### src/design/ook_pulse_manchester_decoder_core_defines.svh
// Assertion helpers for the pulse decoder core.
`ifndef OOK_PULSE_MANCHESTER_DECODER_CORE_DEFINES_SVH
`define OOK_PULSE_MANCHESTER_DECODER_CORE_DEFINES_SVH

// Check a property on every clock edge outside reset.
`define OOK_ASSERT(name, prop, msg) \
  name: assert property (@(posedge clk_i) disable iff (!rst_ni) (prop)) \
    else $error(msg);

// Check that a condition is followed by a consequence in the next cycle.
`define OOK_ASSERT_NEXT(name, ante, cons, msg) \
  name: assert property (@(posedge clk_i) disable iff (!rst_ni) (ante) |=> (cons)) \
    else $error(msg);

`endif

### src/design/ookmd_pkg.sv
package ookmd_pkg;

  localparam int PW_W             = 16;
  localparam int CNTW             = $clog2(PW_W);
  localparam int BUFFER_BYTES_DEF = 16;
  localparam int MAX_RUN          = 16;
  localparam int RUN_W            = $clog2(MAX_RUN + 1);

  // Threshold slots of the serial comparator
  localparam int NUM_TH     = 6;
  localparam int TH_MIN_V2  = 0;
  localparam int TH_MIN_V3  = 1;
  localparam int TH_LONG_V2 = 2;
  localparam int TH_LONG_V3 = 3;
  localparam int TH_MAX     = 4;
  localparam int TH_GAP     = 5;

  localparam logic [PW_W-1:0] THRESH [NUM_TH] = '{
    16'd150, 16'd200, 16'd600, 16'd675, 16'd1200, 16'd2500
  };

  localparam logic [7:0] PRE_V2   = 8'd24;
  localparam logic [7:0] PRE_V3   = 8'd32;
  localparam logic [7:0] BITS_V2  = 8'd160;
  localparam logic [7:0] BITS_V3  = 8'd80;
  localparam logic [7:0] GAP_HELD = 8'd8;
  localparam logic [7:0] CNT_SAT  = 8'hFF;

  typedef enum logic [1:0] {
    STATUS_BUSY   = 2'd0,
    STATUS_BYTE   = 2'd1,
    STATUS_REJECT = 2'd2
  } status_e;

  typedef enum logic [1:0] {
    PH_HUNT = 2'd0,
    PH_HALF = 2'd1,
    PH_SYNC = 2'd2
  } phase_e;

  // Number of complete bytes held for a given bit count.
  function automatic logic [7:0] held_of(input logic m, input logic [7:0] b);
    return m ? (b >> 3) : (b >> 4);
  endfunction

endpackage

### src/design/ook_pulse_manchester_decoder_core.sv
// Pulse-width decoder for on-off-keyed Manchester frames. Each accepted pulse width is
// compared against the timing thresholds by a bit-serial comparator, MSB first, one bit
// per cycle; the pulse is loaded, compared in ST_SCAN, decoded in ST_DECIDE and then
// registered to the output from ST_REPORT or ST_FRAME. A pulse that completes a frame
// returns one result per held byte, one byte per cycle while the output is not stalled,
// for up to 10 held bytes. Results carry status (0 in progress, 1 frame byte, 2 pulse
// rejected), frame_byte and last; last marks the final result of a pulse.
// Writing the mode register (0: version two timing with every other bit kept, 1: version
// three timing) clears the decoder. No clearing pass after reset is needed.
`include "ook_pulse_manchester_decoder_core_defines.svh"

module ook_pulse_manchester_decoder_core #(
  parameter int BUFFER_BYTES = ookmd_pkg::BUFFER_BYTES_DEF
) (
  input  logic                       clk_i,
  input  logic                       rst_ni,
  input  logic                       in_valid_i,
  output logic                       in_stall_o,
  input  logic [ookmd_pkg::PW_W-1:0] pulse_width_i,
  input  logic                       cfg_valid_i,
  output logic                       cfg_ready_o,
  input  logic                       cfg_mode_i,
  output logic                       out_valid_o,
  input  logic                       out_stall_i,
  output logic [1:0]                 status_o,
  output logic [7:0]                 frame_byte_o,
  output logic                       last_o
);
  import ookmd_pkg::*;

  localparam int         IDXW    = $clog2(BUFFER_BYTES);
  localparam logic [7:0] BUF_LIM = 8'(BUFFER_BYTES);

  typedef enum logic [2:0] {
    ST_IDLE,
    ST_SCAN,
    ST_DECIDE,
    ST_REPORT,
    ST_FRAME
  } state_e;

  state_e            state_q;
  logic [PW_W-1:0]   pw_q;
  logic [CNTW-1:0]   cnt_q;
  logic [NUM_TH-1:0] gt_q, lt_q, gt_d, lt_d, th_bits, ge;
  logic [CNTW-1:0]   bit_pos;

  logic              mode_q;
  phase_e            phase_q, ph_n;
  logic [7:0]        lvl_q, lvl_n;
  logic [7:0]        bits_q, bits_n;
  logic [7:0]        cur_q, cur_n;
  logic [7:0]        buf_q [BUFFER_BYTES];

  status_e           res_q;
  logic [RUN_W-1:0]  run_q, emit_k_q, run_n;

  logic              out_valid_q, out_last_q;
  status_e           out_status_q;
  logic [7:0]        out_byte_q;

  logic [7:0]        held_q, held_n, held_inc, bits_inc, cur_k, wr_byte;
  logic [IDXW-1:0]   wr_idx;
  logic              wr_en, reject, gap_done, clr, frame_done;
  logic              in_range, lng, sym_en, sym_val, sym_base, sym_bit, keep;
  logic              out_free, emit_last, out_load;

  assign in_stall_o   = (state_q != ST_IDLE);
  assign cfg_ready_o  = (state_q == ST_IDLE);
  assign out_valid_o  = out_valid_q;
  assign status_o     = out_status_q;
  assign frame_byte_o = out_byte_q;
  assign last_o       = out_last_q;

  assign out_free  = !out_valid_q || !out_stall_i;
  assign out_load  = out_free && (state_q == ST_REPORT || state_q == ST_FRAME);
  assign emit_last = (emit_k_q == run_q - RUN_W'(1));
  assign held_q    = held_of(mode_q, bits_q);
  assign ge        = ~lt_q;

  // One magnitude bit per cycle against every threshold
  always_comb begin
    bit_pos = CNTW'(PW_W - 1) - cnt_q;
    for (int i = 0; i < NUM_TH; i++) begin
      th_bits[i] = THRESH[i][bit_pos];
      gt_d[i] = gt_q[i] | (!lt_q[i] & pw_q[PW_W-1] & !th_bits[i]);
      lt_d[i] = lt_q[i] | (!gt_q[i] & !pw_q[PW_W-1] & th_bits[i]);
    end
  end

  always_comb begin
    ph_n     = phase_q;
    lvl_n    = lvl_q;
    bits_n   = bits_q;
    cur_n    = cur_q;
    wr_en    = 1'b0;
    wr_idx   = held_q[IDXW-1:0];
    wr_byte  = cur_q;
    reject   = 1'b0;
    gap_done = 1'b0;
    clr      = 1'b0;
    sym_en   = 1'b0;
    sym_val  = 1'b0;
    sym_base = lvl_q[0];
    in_range = mode_q ? (ge[TH_MIN_V3] & ~ge[TH_MAX]) : (ge[TH_MIN_V2] & ~ge[TH_MAX]);
    lng      = mode_q ? ge[TH_LONG_V3] : ge[TH_LONG_V2];

    if (!in_range) begin
      if (!mode_q && ge[TH_GAP] && held_q >= GAP_HELD) begin
        gap_done = 1'b1;
      end else begin
        reject = 1'b1;
      end
    end else begin
      case (phase_q)
        PH_HUNT: begin
          // preamble is long pulses in version two, short ones in version three
          if (lng == !mode_q) begin
            if (lvl_q != CNT_SAT) begin
              lvl_n = lvl_q + 8'd1;
            end
          end else if (lvl_q >= (mode_q ? PRE_V3 : PRE_V2)) begin
            if (mode_q) begin
              sym_en   = 1'b1;
              sym_val  = 1'b1;
              sym_base = 1'b1;
            end else begin
              lvl_n = '0;
              ph_n  = PH_HALF;
            end
          end else begin
            reject = 1'b1;
          end
        end
        PH_SYNC: begin
          if (!lng) begin
            ph_n = PH_HALF;
          end else begin
            sym_en  = 1'b1;
            sym_val = 1'b1;
          end
        end
        PH_HALF: begin
          if (!lng) begin
            sym_en = 1'b1;
          end else begin
            reject = 1'b1;
          end
        end
        default: begin
        end
      endcase
    end

    sym_bit  = sym_base ^ sym_val;
    keep     = mode_q | ~bits_q[0];
    cur_k    = keep ? {sym_bit, cur_q[7:1]} : cur_q;
    bits_inc = bits_q + 8'd1;
    held_inc = held_of(mode_q, bits_inc);

    if (sym_en) begin
      if (bits_q == CNT_SAT || held_inc >= BUF_LIM) begin
        // drop the frame silently on overflow
        clr    = 1'b1;
        ph_n   = PH_HUNT;
        lvl_n  = '0;
        bits_n = '0;
        cur_n  = '0;
      end else begin
        ph_n   = PH_SYNC;
        lvl_n  = {7'd0, sym_bit};
        bits_n = bits_inc;
        if (held_inc != held_q) begin
          wr_en   = 1'b1;
          wr_byte = cur_k;
          cur_n   = '0;
        end else begin
          cur_n = cur_k;
        end
      end
    end

    held_n     = held_of(mode_q, bits_n);
    frame_done = gap_done
               | (!reject && !clr && bits_n == (mode_q ? BITS_V3 : BITS_V2));
    run_n      = (held_n >= 8'(MAX_RUN)) ? RUN_W'(MAX_RUN) : held_n[RUN_W-1:0];
  end

  always_ff @(posedge clk_i or negedge rst_ni) begin
    if (!rst_ni) begin
      state_q      <= ST_IDLE;
      pw_q         <= '0;
      cnt_q        <= '0;
      gt_q         <= '0;
      lt_q         <= '0;
      mode_q       <= 1'b0;
      phase_q      <= PH_HUNT;
      lvl_q        <= '0;
      bits_q       <= '0;
      cur_q        <= '0;
      res_q        <= STATUS_BUSY;
      run_q        <= '0;
      emit_k_q     <= '0;
      out_valid_q  <= 1'b0;
      out_status_q <= STATUS_BUSY;
      out_byte_q   <= '0;
      out_last_q   <= 1'b0;
    end else begin
      if (out_valid_q && !out_stall_i && !out_load) begin
        out_valid_q <= 1'b0;
      end
      case (state_q)
        ST_IDLE: begin
          if (cfg_valid_i) begin
            mode_q  <= cfg_mode_i;
            phase_q <= PH_HUNT;
            lvl_q   <= '0;
            bits_q  <= '0;
            cur_q   <= '0;
          end
          if (in_valid_i) begin
            pw_q    <= pulse_width_i;
            cnt_q   <= '0;
            gt_q    <= '0;
            lt_q    <= '0;
            state_q <= ST_SCAN;
          end
        end
        ST_SCAN: begin
          pw_q  <= pw_q << 1;
          gt_q  <= gt_d;
          lt_q  <= lt_d;
          cnt_q <= cnt_q + CNTW'(1);
          if (cnt_q == CNTW'(PW_W - 1)) begin
            state_q <= ST_DECIDE;
          end
        end
        ST_DECIDE: begin
          res_q <= reject ? STATUS_REJECT : STATUS_BUSY;
          if (reject || (frame_done && run_n == '0)) begin
            phase_q <= PH_HUNT;
            lvl_q   <= '0;
            bits_q  <= '0;
            cur_q   <= '0;
            state_q <= ST_REPORT;
          end else begin
            phase_q <= ph_n;
            lvl_q   <= lvl_n;
            bits_q  <= bits_n;
            cur_q   <= cur_n;
            if (frame_done) begin
              run_q    <= run_n;
              emit_k_q <= '0;
              state_q  <= ST_FRAME;
            end else begin
              state_q <= ST_REPORT;
            end
          end
        end
        ST_REPORT: begin
          if (out_free) begin
            out_valid_q  <= 1'b1;
            out_status_q <= res_q;
            out_byte_q   <= '0;
            out_last_q   <= 1'b1;
            state_q      <= ST_IDLE;
          end
        end
        ST_FRAME: begin
          if (out_free) begin
            out_valid_q  <= 1'b1;
            out_status_q <= STATUS_BYTE;
            out_byte_q   <= buf_q[0];
            out_last_q   <= emit_last;
            emit_k_q     <= emit_k_q + RUN_W'(1);
            if (emit_last) begin
              phase_q <= PH_HUNT;
              lvl_q   <= '0;
              bits_q  <= '0;
              cur_q   <= '0;
              state_q <= ST_IDLE;
            end
          end
        end
        default: begin
          state_q <= ST_IDLE;
        end
      endcase
    end
  end

  // Completed bytes land at their index; a frame drains them from the head
  always_ff @(posedge clk_i) begin
    if (state_q == ST_DECIDE && wr_en) begin
      buf_q[wr_idx] <= wr_byte;
    end else if (state_q == ST_FRAME && out_free) begin
      for (int i = 0; i < BUFFER_BYTES - 1; i++) begin
        buf_q[i] <= buf_q[i+1];
      end
      buf_q[BUFFER_BYTES-1] <= '0;
    end
  end

  `OOK_ASSERT(a_held_bound, held_q < BUF_LIM, "held byte count reached buffer size")
  `OOK_ASSERT(a_emit_in_run, state_q == ST_FRAME |-> emit_k_q < run_q, "emit index past run")
  `OOK_ASSERT(a_single_last, out_valid_o && status_o != STATUS_BYTE |-> last_o && frame_byte_o == 8'd0, "non-byte result malformed")
  `OOK_ASSERT_NEXT(a_reject_clears, state_q == ST_DECIDE && reject, bits_q == 8'd0 && state_q == ST_REPORT, "reject did not clear decoder")

endmodule
### config.mk
export PLATFORM = sky130hd
export DESIGN_NAME = ook_pulse_manchester_decoder_core
export DESIGN_NICKNAME = d
export VERILOG_FILES = /design/src/design/ookmd_pkg.sv /design/src/design/ook_pulse_manchester_decoder_core.sv
export VERILOG_INCLUDE_DIRS = /design/src /design/src/design
export SDC_FILE = /design/constraint.sdc
export NUM_CORES = 1
export LEC_CHECK = 0
export ABC_AREA = 1
export ABC_CLOCK_PERIOD_IN_PS = 3600
export BUFFER_PORTS_ARGS = -buffer_cell sky130_fd_sc_hd__buf_2
export CAP_MARGIN = 20
export CORE_MARGIN = 2
export CORE_UTILIZATION = 55
export DETAILED_ROUTE_END_ITERATION = 10
export GPL_ROUTABILITY_DRIVEN = 0
export HOLD_SLACK_MARGIN = 0.12
export PLACE_DENSITY = 0.72
export REMOVE_ABC_BUFFERS = 1
export SLEW_MARGIN = 20
export SYNTH_ARGS = -nofsm -noshare
export SYNTH_HDL_FRONTEND = slang
export SYNTH_SLANG_ARGS = --single-unit
### constraint.sdc
create_clock -name clk_i -period 3.6 [get_ports clk_i]
set_input_delay 0.72 -clock clk_i [delete_from_list [all_inputs] [get_ports clk_i]]
set_output_delay 0.72 -clock clk_i [all_outputs]
set_load 0.01 [all_outputs]
# ---- Word level (Yosys, flattened, before mapping)
# Memory sizes are Yosys's and may differ from the RTL's.
# Cells that the tools add are included.
dict set report word_totals {
  wordCells 290
  output_inout_bits 14
  ff_bits 86
  ram_bits 128
  rom_bits 96
  mem_count 7
  input_bits 22
}
# name words word_bits rd rd_clocked_by_memory_dff write_ports line_no
set mem_list {}
lappend mem_list {buf_q 16 8 16 0 16 ook_pulse_manchester_decoder_core.sv:53} ;# logic [7:0] buf_q [BUFFER_BYTES];
lappend mem_list {{(no name shown)} 16 1 1 0 0 ook_pulse_manchester_decoder_core.sv:85} ;# th_bits[i] = THRESH[i][bit_pos];
lappend mem_list {{(no name shown)} 16 1 1 0 0 ook_pulse_manchester_decoder_core.sv:85}
lappend mem_list {{(no name shown)} 16 1 1 0 0 ook_pulse_manchester_decoder_core.sv:85}
lappend mem_list {{(no name shown)} 16 1 1 0 0 ook_pulse_manchester_decoder_core.sv:85}
lappend mem_list {{(no name shown)} 16 1 1 0 0 ook_pulse_manchester_decoder_core.sv:85}
lappend mem_list {{+1 memories} -- -- -- -- -- --}
dict set report classes {
  addsub 6
  order_cmp 5
  mux 119
  reduce_logical 59
  eq_ne 32
  bitwise_logic 45
}
# operator count
set ops {}
lappend ops {{8-bit 2-to-1 mux} 26}
lappend ops {{8-bit case mux with 3 select lines} 3}
lappend ops {{1-bit 2-to-1 mux} 43}
lappend ops {{5-bit 2-to-1 mux} 7}
lappend ops {{5-bit != test (second input constant)} 7}
lappend ops {{16-bit case mux with 2 select lines} 1}
lappend ops {{2-bit 2-to-1 mux} 14}
lappend ops {{1-bit bitwise AND} 26}
lappend ops {{1-bit logical NOT} 25}
lappend ops {{6-bit case mux with 2 select lines} 2}
lappend ops {{3-bit 2-to-1 mux} 7}
lappend ops {{8-bit by 1-bit adder with 8-bit output (second input constant)} 2}
lappend ops {{16-bit 2-to-1 mux} 1}
lappend ops {{2-bit != test (second input constant)} 8}
lappend ops {{8-bit case mux with 2 select lines} 1}
lappend ops {{3-bit case mux with 5 select lines} 1}
lappend ops {{1-bit OR} 14}
lappend ops {{6-bit 2-to-1 mux} 2}
lappend ops {{5-bit greater-or-equal comparator (second input constant)} 2}
lappend ops {{1-bit logical AND} 10}
lappend ops {{5-bit case mux with 2 select lines} 1}
lappend ops {{10-bit AND reduction} 1}
lappend ops {{5-bit AND reduction} 2}
lappend ops {{9-bit AND reduction} 1}
lappend ops {{other kinds (43)} 59}

# ---- Depth between registers and ports, before layout
dict set report logic_depth {
  depth_word 15
  depth_mapped 23
  ltp_nobuf 21
}

# ---- Worst setup path before layout
# Ideal clock, no wire load.
dict set report synth_timing {
  path_kind {register -> register}
  from {register mode_q}
  to {memory buf_q[0][0], enable pin}
  synth_period_minus_slack_ps 3116
  t_arrival_ps 2729
  required_time_ps 3213
  stages_incl_launch_ff 15
  path_buffers 2
  slack_ps 484
  setup_ps 387
  cell_sequence {dfrtp_1 -> inv_1 -> buf_2 -> ha_1 -> nand2_1 -> nor2_1 -> nand2_1 -> nand2_1 -> nand2_2 -> nand2_2 -> nand2_4 -> nor2_4 -> nand3_2 -> clkbuf_1 -> o31ai_1}
}
# item line_no
set synth_rtl {}
lappend synth_rtl {{start: declaration} ook_pulse_manchester_decoder_core.sv:48} ;# logic mode_q;
lappend synth_rtl {{start signal: assignment} ook_pulse_manchester_decoder_core.sv:215} ;# mode_q <= cfg_mode_i;
lappend synth_rtl {{end: declaration} ook_pulse_manchester_decoder_core.sv:53}

# ---- Final worst setup path
dict set report layout_timing {
  from {register mode_q}
  to {register run_q[0]}
}
dict set report layout_via {
  elab_chain_cells 15
  word_cells_on_any_way 46
  classes_between {order compare: 4; eq/ne: 2; mux: 26; bitwise: 2; reduce/logical: 12}
}
# item line_no
set layout_lines {}
lappend layout_lines {{6-bit 2-to-1 mux} ook_pulse_manchester_decoder_core.sv:122} ;# end else if (lvl_q >= (mode_q ? PRE_V3 : PRE_V2)) begin
lappend layout_lines {{8-bit by 6-bit greater-or-equal comparator with 1-bit output} ook_pulse_manchester_decoder_core.sv:122}
lappend layout_lines {{1-bit 2-to-1 mux} ook_pulse_manchester_decoder_core.sv:122}
lappend layout_lines {{1-bit 2-to-1 mux} ook_pulse_manchester_decoder_core.sv:118} ;# if (lng == !mode_q) begin
lappend layout_lines {{1-bit case mux with 3 select lines} ook_pulse_manchester_decoder_core.sv:115} ;# case (phase_q)
lappend layout_lines {{1-bit 2-to-1 mux} ook_pulse_manchester_decoder_core.sv:108} ;# if (!in_range) begin
lappend layout_lines {{8-bit 2-to-1 mux / 1-bit 2-to-1 mux (equally long branches)} ook_pulse_manchester_decoder_core.sv:161} ;# if (sym_en) begin
lappend layout_lines {{5-bit 2-to-1 mux / 1-bit logical NOT (equally long branches)} {ookmd_pkg.sv:43, ook_pulse_manchester_decoder_core.sv:185}}
lappend layout_lines {{5-bit greater-or-equal comparator / 1-bit logical AND (equally long branches)} {ook_pulse_manchester_decoder_core.sv:186, ook_pulse_manchester_decoder_core.sv:185}}
lappend layout_lines {{5-bit 2-to-1 mux / 1-bit logical AND (equally long branches)} {ook_pulse_manchester_decoder_core.sv:186, ook_pulse_manchester_decoder_core.sv:185}}
lappend layout_lines {{5-bit logical NOT / 1-bit OR (equally long branches)} {ook_pulse_manchester_decoder_core.sv:240, ook_pulse_manchester_decoder_core.sv:185}}
lappend layout_lines {{1-bit logical AND} ook_pulse_manchester_decoder_core.sv:240} ;# if (reject || (frame_done && run_n == '0)) begin
lappend layout_lines {{1-bit logical OR} ook_pulse_manchester_decoder_core.sv:240}
lappend layout_lines {{1-bit NOT (no line)} --}
lappend layout_lines {{3-bit AND reduction (no line)} --}
lappend layout_lines {{end signal: assignment} ook_pulse_manchester_decoder_core.sv:252} ;# run_q <= run_n;
lappend layout_lines {{end: declaration} ook_pulse_manchester_decoder_core.sv:56} ;# logic [RUN_W-1:0] run_q, emit_k_q, run_n;
# Several ways; a longest one is shown, not always the timed one.
# A chain may end at the register's enable or synchronous reset.

==> qor_table.md <==
| Result | Reported | Unit |
| --- | --- | --- |
| FF-to-FF Start | mode_q$_DFFE_PN0P_ | - |
| Insertion delay to the later sink of the worst-skew pair | 0.51 | ns |
| Commonest cells after routing, fill and taps aside | sky130_fd_sc_hd__nand2_1, sky130_fd_sc_hd__edfxtp_1, sky130_fd_sc_hd__nand2_2 | - |
| Sequential area share after synthesis | 56.1 | % |
| Ordered cell list for the critical path | inv_1 > ha_1 > nand2_1 > nor2_1 > nand2_1 > nand2_1 > nand2_2 > a21oi_4 > o21ai_0 > o21ai_0 > inv_1 > ha_1 > nand3_1 > nor2_1 > nand2_1 > nor2_1 > nand2_2 > nand2_2 > nand2_2 > nand2_1 > o21ai_2 | - |
| Final cell count without fillers | 1385 | - |
| Number of nets with antenna violations after routing | 0 | - |
| WL per Instance | 14.4 | um |
| Count of cells along the worst register-to-register path | 21 | - |
| Commonest non-fill, non-tap cell in the layout | sky130_fd_sc_hd__nand2_1 | - |
| Most frequent CP cell | sky130_fd_sc_hd__nand2_1 | - |
| Max Fanout on Critical Path | 11 | - |
| Crit-path leading delay family | simple AND/OR/NAND/NOR gates | - |
| Boundary Pins | 36 | - |
| Post-DP HPWL | 13700 | um |
| Cell area after technology mapping | 10500 | um2 |
| Worst hold path type | input pin to asynchronous set/reset pin | - |
| Actual transition at the worst max-transition pin | 0.561 | ns |
| Post-synthesis area per instance | 9.61 | um2 |
| Layout cells sized above 1 | 20.2 | % |
| Crit path max-delay cell type | sky130_fd_sc_hd__dfrtp_1 | - |
| End of the worst register-to-register path | run_q[0]$_DFFE_PN0N_ | - |
| Static power due to leakage | 5.48 | nW |
| Worst setup slack for register-to-register paths | 0.53 | ns |
| Post-Route Setup TNS | 0 | ns |
| Slew Viols, Final | 0 | - |
| Count of port buffers added during placement | 35 | - |
| Router iterations before antenna repair | 6 | - |
| Slowest stage delay, CP | 0.39 | ns |
| Power density relative to cell area | 569 | nW/um2 |
| Number of standard cells after synthesis | 1093 | - |
| Post-route fraction of the period consumed by the critical path | 85.3 | % |
| Iteration-0 DRC count of the detailed router | 418 | - |
| Cell taking the most area after synthesis | sky130_fd_sc_hd__edfxtp_1 | - |
| Setup WS pre-CTS | 0.571 | ns |
| Worst-case clock skew | 0.00933 | ns |
| Post-cts resize count | 0 | - |
| Width of the die | 142 | um |
| Run status | finished clean | - |
| Area inside the core boundary | 18700 | um2 |
| Die Footprint | 20200 | um2 |
| Share of Yosys cell area claimed by the top area cell type | 34.3 | % |
| CTS buffer count | 23 | - |
| Buffers inserted during post-CTS setup optimization | 0 | - |
| Count of cell types in the netlist | 48 | - |
| Global routing met3 resource utilization | 3.23 | % |
| Area added between synthesis and finish | 10.4 | % |
| Setup repair after global routing missed its margin | no | - |
| Worst-path clk slew | 0.06 | ns |
| Vias in the first global route | 7197 | - |
| GRT met1 Usage | 29.0 | % |
| Minimum clock period after layout | 3.07 | ns |
| Maximum number of pins on one net before global-route repair | 137 | - |
| Worst Setup Start Kind | flop | - |
| Maximum count of clock buffers along a single path | 3 | - |
| Smallest setup slack after layout | 0.529 | ns |
| Setup Viol. Count Final | 0 | - |
| Filler instances | 1542 | - |
| Root Driver | sky130_fd_sc_hd__clkbuf_16 | - |
| Number of rows created at floorplan | 50 | - |
| H-tree levels | 1 | - |
| Global Route met2 Usage | 33.8 | % |
| Total length of routed wires | 20000 | um |
| DR vias | 7443 | - |
| TritonCTS clock tree | yes | - |
| Global route overflow | 0 | - |
| GRT Overall Usage | 20.5 | % |
| Number of hold-repair buffers added at the cts stage | 0 | - |
| Number of instances in the placed design | 1343 | - |
| Setup Crit Path Kind | flop to flop | - |
| Antenna diode count | 0 | - |
| Critical Path RT | 3.99 | ns |
| Nature of the critical path endpoint | flop | - |
| Die Y | 142 | um |
| Net count reported at finish | 1169 | - |
| Synthesis Warnings | 0 | - |
| Max Clk Rate | 326 | MHz |
| Average via count per standard cell | 5.37 | - |
| Wire length of the first global-routing pass | 34500 | um |
| Final instance area | 11600 | um2 |
| Total count of hold-check failures in the final report | 0 | - |
| Max-capacitance violation count | 0 | - |
| Relative slew margins | 62.6 | % |
| Total Power Consumption | 6.60 | mW |
| Post-synthesis sequential element count | 213 | - |
| Worst EP arrival | 3.46 | ns |
| Worst IR drop on VDD | 0.337 | mV |
| CTS sink count | 213 | - |
| Busiest metal layer after global routing | met2 | - |
| Remaining design rule violation count | 0 | - |
| Number of buffer and inverter instances along the worst setup path | 2 | - |
| Initial core utilization | 56.2 | % |
| Antenna violations before repair | 0 | - |
| Area after DPL | 10900 | um2 |
| Synth area leaders | sky130_fd_sc_hd__edfxtp_1, sky130_fd_sc_hd__dfrtp_1, sky130_fd_sc_hd__nand2_1 | - |
## power by group
part | leakage (nW) | internal, mW | switching [mW] | total [mW]
Combinational | 2.86 | 0.460 | 0.901 | 1.36
Sequential | 2.28 | 2.83 | 0.162 | 3.00
Clock | 0.350 | 1.32 | 0.919 | 2.24
Total | 5.48 | 4.62 | 1.98 | 6.60
## final cells by class
class                   instances  area, um2  area share (%)
clock buffers                  31        606            5.22
clock inverters                11        105           0.906
inverters                      74        282            2.43
multi-input cells             764       4060            35.0
flip-flops and latches        213       5890            50.8
well taps                     234        293            2.52
repair buffers                 58        363            3.13
## per-stage QoR
step,hold slack [ns],util (%)
global placement,0.431,58.2
detailed placement,0.435,58.2
floorplan,0.424,-
finish,0.170,62.0
global route,0.192,62.0
CTS,0.173,62.0
## worst reg2reg max path: stages, from the launching register on
cell	delay (ns)
sky130_fd_sc_hd__dfrtp_1	0.39
sky130_fd_sc_hd__inv_1	0.09
sky130_fd_sc_hd__ha_1	0.30
sky130_fd_sc_hd__nand2_1	0.06
sky130_fd_sc_hd__nor2_1	0.09
sky130_fd_sc_hd__nand2_1	0.07
sky130_fd_sc_hd__nand2_1	0.10
sky130_fd_sc_hd__nand2_2	0.10
sky130_fd_sc_hd__a21oi_4	0.28
sky130_fd_sc_hd__o21ai_0	0.15
sky130_fd_sc_hd__o21ai_0	0.13
sky130_fd_sc_hd__inv_1	0.10
sky130_fd_sc_hd__ha_1	0.28
sky130_fd_sc_hd__nand3_1	0.07
sky130_fd_sc_hd__nor2_1	0.09
sky130_fd_sc_hd__nand2_1	0.05
sky130_fd_sc_hd__nor2_1	0.11
sky130_fd_sc_hd__nand2_2	0.08
sky130_fd_sc_hd__nand2_2	0.06
sky130_fd_sc_hd__nand2_2	0.17
sky130_fd_sc_hd__nand2_1	0.14
sky130_fd_sc_hd__o21ai_2	0.05
## Yosys cell counts, drive strengths merged
| cell type | n |
|---|---|
| clkinv | 1 |
| dfxtp | 8 |
| a21oi | 23 |
| buf | 19 |
| o22ai | 19 |
| o41ai | 1 |
| o31ai | 24 |
| nand4 | 14 |
| nand3 | 43 |
| mux2i | 1 |
| o211ai | 6 |
| ha | 13 |
| nand2 | 433 |
| nor4 | 1 |
| nor3 | 4 |
| xnor2 | 6 |
| a31oi | 4 |
| nand3b | 1 |
| dfrtp | 85 |
| inv | 73 |
| or2 | 1 |
| xor2 | 14 |
| a22o | 1 |
| nor2 | 83 |
| clkbuf | 23 |
| o21a | 1 |
| edfxtp | 120 |
| o221ai | 1 |
| o21ai | 60 |
| o32ai | 10 |
## worst max path at each step
| stage | endpoint | slack (ns) | startpoint | cells past startpoint |
|---|---|---|---|---|
| 2_1_floorplan | lvl_q[1]$_DFFE_PN0P_ | -0.21 | out_stall_i | 10 |
| 3_3_place_gp | run_q[4]$_DFFE_PN0N_ | 0.67 | mode_q$_DFFE_PN0P_ | 21 |
| 3_5_place_dp | run_q[0]$_DFFE_PN0N_ | 0.57 | mode_q$_DFFE_PN0P_ | 21 |
| 4_1_cts | run_q[0]$_DFFE_PN0N_ | 0.54 | mode_q$_DFFE_PN0P_ | 21 |
| 5_1_grt | emit_k_q[2]$_DFFE_PN0P_ | 0.22 | mode_q$_DFFE_PN0P_ | 21 |
| 6_report | run_q[0]$_DFFE_PN0N_ | 0.53 | mode_q$_DFFE_PN0P_ | 21 |
## layer usage
metal,routed length (um),up-vias,share of wire (%)
met2,9350,102,47
met4,321,0,1.6
met3,702,29,3.5
met1,9580,3585,48
li1,-,3727,-
met5,0,-,0
## state kept, by name, summed over array words and instances (netlist names), 3 cells and up
register      flops
emit_k_q          5
frame_byte_o      8
buf_q           128
cnt_q             4
lt_q              6
pw_q             16
lvl_q             8
gt_q              6
state_q           3
cur_q             8
run_q             5
bits_q            8
## cells by family after synthesis
logic type | share of synthesized area (%)
AND/OR/NAND/NOR | 25.6
flip-flops | 56.1
AO/OA/AOI/OAI | 9.77
buffers and inverters | 5.25
XOR/XNOR | 1.67
adder cells (fa/ha/maj) | 1.55
multiplexers | 0.0953
Note: power is estimated with default switching activity, not from simulation.
